[src/design/pmst_ram.sv]
// Simple dual-port synchronous RAM, one write and one read port.
// Read data registered. No dependencies.
module pmst_ram #(
    parameter int DEPTH = 256,
    parameter int WIDTH = 17
) (
    input  logic                     i_clk,
    input  logic                     i_we,
    input  logic [$clog2(DEPTH)-1:0] i_waddr,
    input  logic [WIDTH-1:0]         i_wdata,
    input  logic                     i_re,
    input  logic [$clog2(DEPTH)-1:0] i_raddr,
    output logic [WIDTH-1:0]         o_rdata
);

    logic [WIDTH-1:0] r_mem [DEPTH];
    logic [WIDTH-1:0] r_rdata;

    always_ff @(posedge i_clk) begin
        if (i_we) begin
            r_mem[i_waddr] <= i_wdata;
        end
        if (i_re) begin
            r_rdata <= r_mem[i_raddr];
        end
    end

    assign o_rdata = r_rdata;

endmodule

[config.mk]
export PLATFORM = sky130hd
export DESIGN_NAME = pmst_ram
export DESIGN_NICKNAME = d
export VERILOG_FILES = /design/src/design/pmst_ram.sv
export SDC_FILE = /design/constraint.sdc
export NUM_CORES = 2
export LEC_CHECK = 0
export BUFFER_PORTS_ARGS = -buffer_cell sky130_fd_sc_hd__buf_2
export CAP_MARGIN = 20
export CELL_PAD_IN_SITES_DETAIL_PLACEMENT = 0
export CELL_PAD_IN_SITES_GLOBAL_PLACEMENT = 1
export CORE_MARGIN = 3
export CORE_UTILIZATION = 50
export DETAILED_ROUTE_END_ITERATION = 6
export PLACE_DENSITY = 0.7
export SYNTH_ARGS = -nofsm -noshare
export SYNTH_HDL_FRONTEND = slang
export SYNTH_MEMORY_MAX_BITS = 65536
export SYNTH_SLANG_ARGS = --single-unit
export TNS_END_PERCENT = 5
[constraint.sdc]
create_clock -name i_clk -period 7.05 [get_ports i_clk]
set_input_delay 2.115 -clock i_clk [delete_from_list [all_inputs] [get_ports i_clk]]
set_output_delay 2.115 -clock i_clk [all_outputs]
set_load 0.005 [all_outputs]
# After elaboration in Yosys (flattened, before gate mapping)
# Memories as Yosys holds them, arrays and structs flattened. A register that Yosys moved wholly into a read port is not among the register bits.
# Cells that the tools add are included.
# classes
muxes	2
# op_table
op	n
two-way mux 1 bit	2
# word_totals
register_bits	0
mem_bits_rw	4352
out_inout_bits	17
elab_cells	3
memories	1
# mem_list
memory	depth	word_bits	rd	rd_ports_with_merged_regs	write_ports	line	text
r_mem	256	17	1	1	1	16	logic [WIDTH-1:0] r_mem [DEPTH];

# Longest topological paths before layout
# depth
ltp_word	2
ltp_mapped	13
mapped_depth_nobuf	7

# Worst setup path after synthesis
# Ideal clock, no wire load.
# synth_path
kind	input to register
from	input port i_raddr[0]
to	register r_rdata[13], in the netlist o_rdata[13], read port of r_mem (data pin)
setup_time_ps	256
arrival_time_ps	4167
setup_slack_ps	2627
stages	9
n_path_buf	4
path_cell_list	buf_6 > buf_12 > buf_12 > buf_2 > mux4_2 > mux4_2 > a22oi_1 > nand3_1 > and4_1
# synth_lines
element	line	text
start: declaration	12	input logic [$clog2(DEPTH)-1:0] i_raddr,
end: declaration	17	logic [WIDTH-1:0] r_rdata;

==> metrics.cfg <==
[outcome]
status = complete, no violations

[worst_setup_path]
reg2reg_setup_slack_ns = 3.65
cp_data_required_time_ns = 7.89
crit_type = input pin to register
r2r_start = r_mem[97][1]$_DFFE_PP_
worstReg2RegEnd = o_rdata[1]$_DFFE_PP_
cp-start-kind = input pin
cp_max_fo = 53
cp.arrival_ns = 6.36
end_kind = register
ff2ff_path_depth = 8

[routing]
antenna_left = 0
drt_iter0_markers = 12552
wl_mm = 468
wl_per_cell_um = 35.5
drc = 0
vias_per_cell = 6.48
firstDrtPassIters = 6
num_vias = 85366

[layout]
post-route-cell-area_um2 = 191000
num-fill-cells = 24707
drive_gt1_share_pct = 26.0
seq_area_um2 = 131000
multiInputGateArea_um2 = 35700
area_growth_pct = 12.7
final_nets = 8322

[placement]
place_hpwl_mm = 277
place_congestion = 0.895
post_dp_cell_area_um2 = 177000
detailedPlace.worstSlack_ns = 0.684
io_buffers = 52

[synth]
syn_avg_cell_area_um2 = 21.8
yosysWarnings = 0
synth_cell_types = 73
syn-cell-area_um2 = 170000
synthCells = 7797
synth_edf_count = 4369
syn_nets = 7833
post-synth-top-count-cell = edfxtp_1
ys.flop_type = edfxtp_1
async_reset_ff_share_pct = 0
ys_top_cells_by_area = edfxtp_1, mux4_2, mux2i_1
ys_ff_latch = 4369
yosysSeqAreaShare_pct = 77.2
synth_top_area_cell = edfxtp_1
synth_common_cells = edfxtp_1, mux4_2, mux2i_1
synth_top_cell_area_share_pct = 77.2

[timing]
slew_headroom_pct = 3.62
fin_crit_ns = 5.52
fmax_ghz = 0.181
finalHoldViolCount = 0
rsz0062_at_grt = false
drv_slew = 0
fin_crit_sh_pct = 78.2
worst_slack_ns = 1.53
setup_tns_ns = 0
setup_viol = 0
skew_ns = 0.0422
worstMarginPinSlew_ns = 1.45

[die]
die_area_um2 = 347000
start_util_pct = 50.3
num_rows = 213
core_um2 = 337000
die_h_um = 589
die_w_um = 589
io_pins = 53

[global_route]
grt_pass1_wl_mm = 656
grt_start_max_net_pins = 177
antenna_found_initial = 35
grtUsageTotal_pct = 26.7
grt_overflow_total = 0
grt_pass1_vias = 83276

[worst_hold_path]
hold_depth = 6
min_from = r_mem[40][8]$_DFFE_PP_
hp-class = register to register
hold-path-endpoint = o_rdata[8]$_DFFE_PP_

[cts]
clk_path_buf_depth = 4
clock-root-buffer = clkbuf_16
cts_setup_buffers = 0
h-tree-depth = 5
ctsHoldBuffers = 0
clock_latency_ns = 1.00
numCtsBuffers = 433
clock-sinks = 4369
cts.repair.resized = 0
clk_pin_slew_ns = 0.06
cts_tree = done

[power_and_ir_drop]
p_clk_share_pct = 41.9
combPwrFrac_pct = 5.0
power.density_nw_per_um2 = 283
pwr-share-seq_pct = 53.0
p_sw_share_pct = 21.5
peakVddDrop_v = 0.000213
leakagePower_nw = 60.6
power.internal_w = 0.0425
switchingPower_w = 0.0116

[run]
maxCapViolCount = 0

==> layer usage <==
layer  track usage (%)  up-vias  wire (um)
met5                 0        -        139
met4              8.05       16      15000
met1              39.1    45751     186000
li1                  -    34034          -
met2              40.0     4854     215000
met3              6.88      711      51700
==> placed cells by master, fill, tap and decap left out, drive strengths merged, types with 6 or more instances in the layout <==
master    count
a31oi        14
a2111oi       6
diode        21
clkbuf      532
a32oi         9
and4          6
clkinvlp      8
or3          14
nand3b        6
mux2i       509
nor4         16
o311a        14
clkinv      192
buf         520
mux4        943
nor3        109
inv          18
nand4        21
a211oi       17
o311ai       15
o22a         11
nand2       216
edfxtp     4369
and3          8
nor2b        14
o21ai        46
a22oi        33
a311oi        6
o221ai      136
nor2        333
nand3        65
a22o         13
mux2         20
a21oi       108
o22ai       186
bufinv       41
==> power groups by stage <==
stage | clock, W | sequential [W] | combinational [W]
after floorplan | 0 | 0.0292 | 0.00146
after global placement | 0 | 0.0292 | 0.00267
after detailed placement | 0 | 0.0292 | 0.00272
after CTS | 0.0230 | 0.0287 | 0.00272
after global routing | 0.0240 | 0.0287 | 0.00284
final | 0.0227 | 0.0287 | 0.00273
==> per-stage QoR <==
| step | total power, W | std cells | util, % | hold WS (ns) |
|---|---|---|---|---|
| 2_1_floorplan | 0.0307 | 7797 | - | 0.987 |
| 3_5_place_dp | 0.0320 | 12351 | 52.5 | 1.12 |
| 5_1_grt | 0.0555 | 13155 | 56.7 | 1.23 |
| 3_3_place_gp | 0.0319 | 12323 | 52.4 | 1.11 |
| 6_report | 0.0541 | 13173 | 56.7 | 1.15 |
| 4_1_cts | 0.0544 | 13137 | 56.6 | 1.15 |
==> cell type report <==
class	count	area share (%)
Sequential cell	4369	68.5
Multi-Input combinational cell	2957	18.6
Clock buffer	532	5.92
Tap cell	4515	2.95
Timing Repair Buffer	520	2.62
Clock inverter	254	1.30
Antenna cell	21	0.0275
Inverter	5	0.0170
==> flip-flops by register name, summed over array words and instances (netlist names) <==
register and count:
o_rdata 17, r_mem 4352
==> critical path: stages <==
cell and delay [ns]:
buf_12 0.44, buf_4 0.29, buf_12 0.29, mux2i_1 0.13, o221ai_1 0.52, o22ai_1 0.30
a32oi_1 0.66, nand4_1 0.26, nor4_1 0.72, buf_4 0.27, and3_1 0.15
==> logic make-up (layout without fill, tap and decap cells) <==
group                  after synthesis  count (layout)  synth area share (%)
and+or+nand+nor                    836             836                  2.19
buffers and inverters              471            1311                  2.14
DFF                               4369            4369                  77.2
AOI/OAI and AO/OA                  649             649                  2.70
muxes                             1472            1472                  15.7
other                                0              21                     0
==> worst max-delay path by stage <==
stage | start | end | depth (start not counted)
after CTS | i_raddr[0] | o_rdata[1]$_DFFE_PP_ | 11
after floorplan | i_raddr[0] | o_rdata[13]$_DFFE_PP_ | 9
after global placement | i_raddr[1] | o_rdata[16]$_DFFE_PP_ | 9
final | i_raddr[0] | o_rdata[1]$_DFFE_PP_ | 11
after global routing | i_raddr[0] | o_rdata[1]$_DFFE_PP_ | 11
after detailed placement | i_raddr[0] | o_rdata[1]$_DFFE_PP_ | 11
Power figures use the tool's default switching activity.
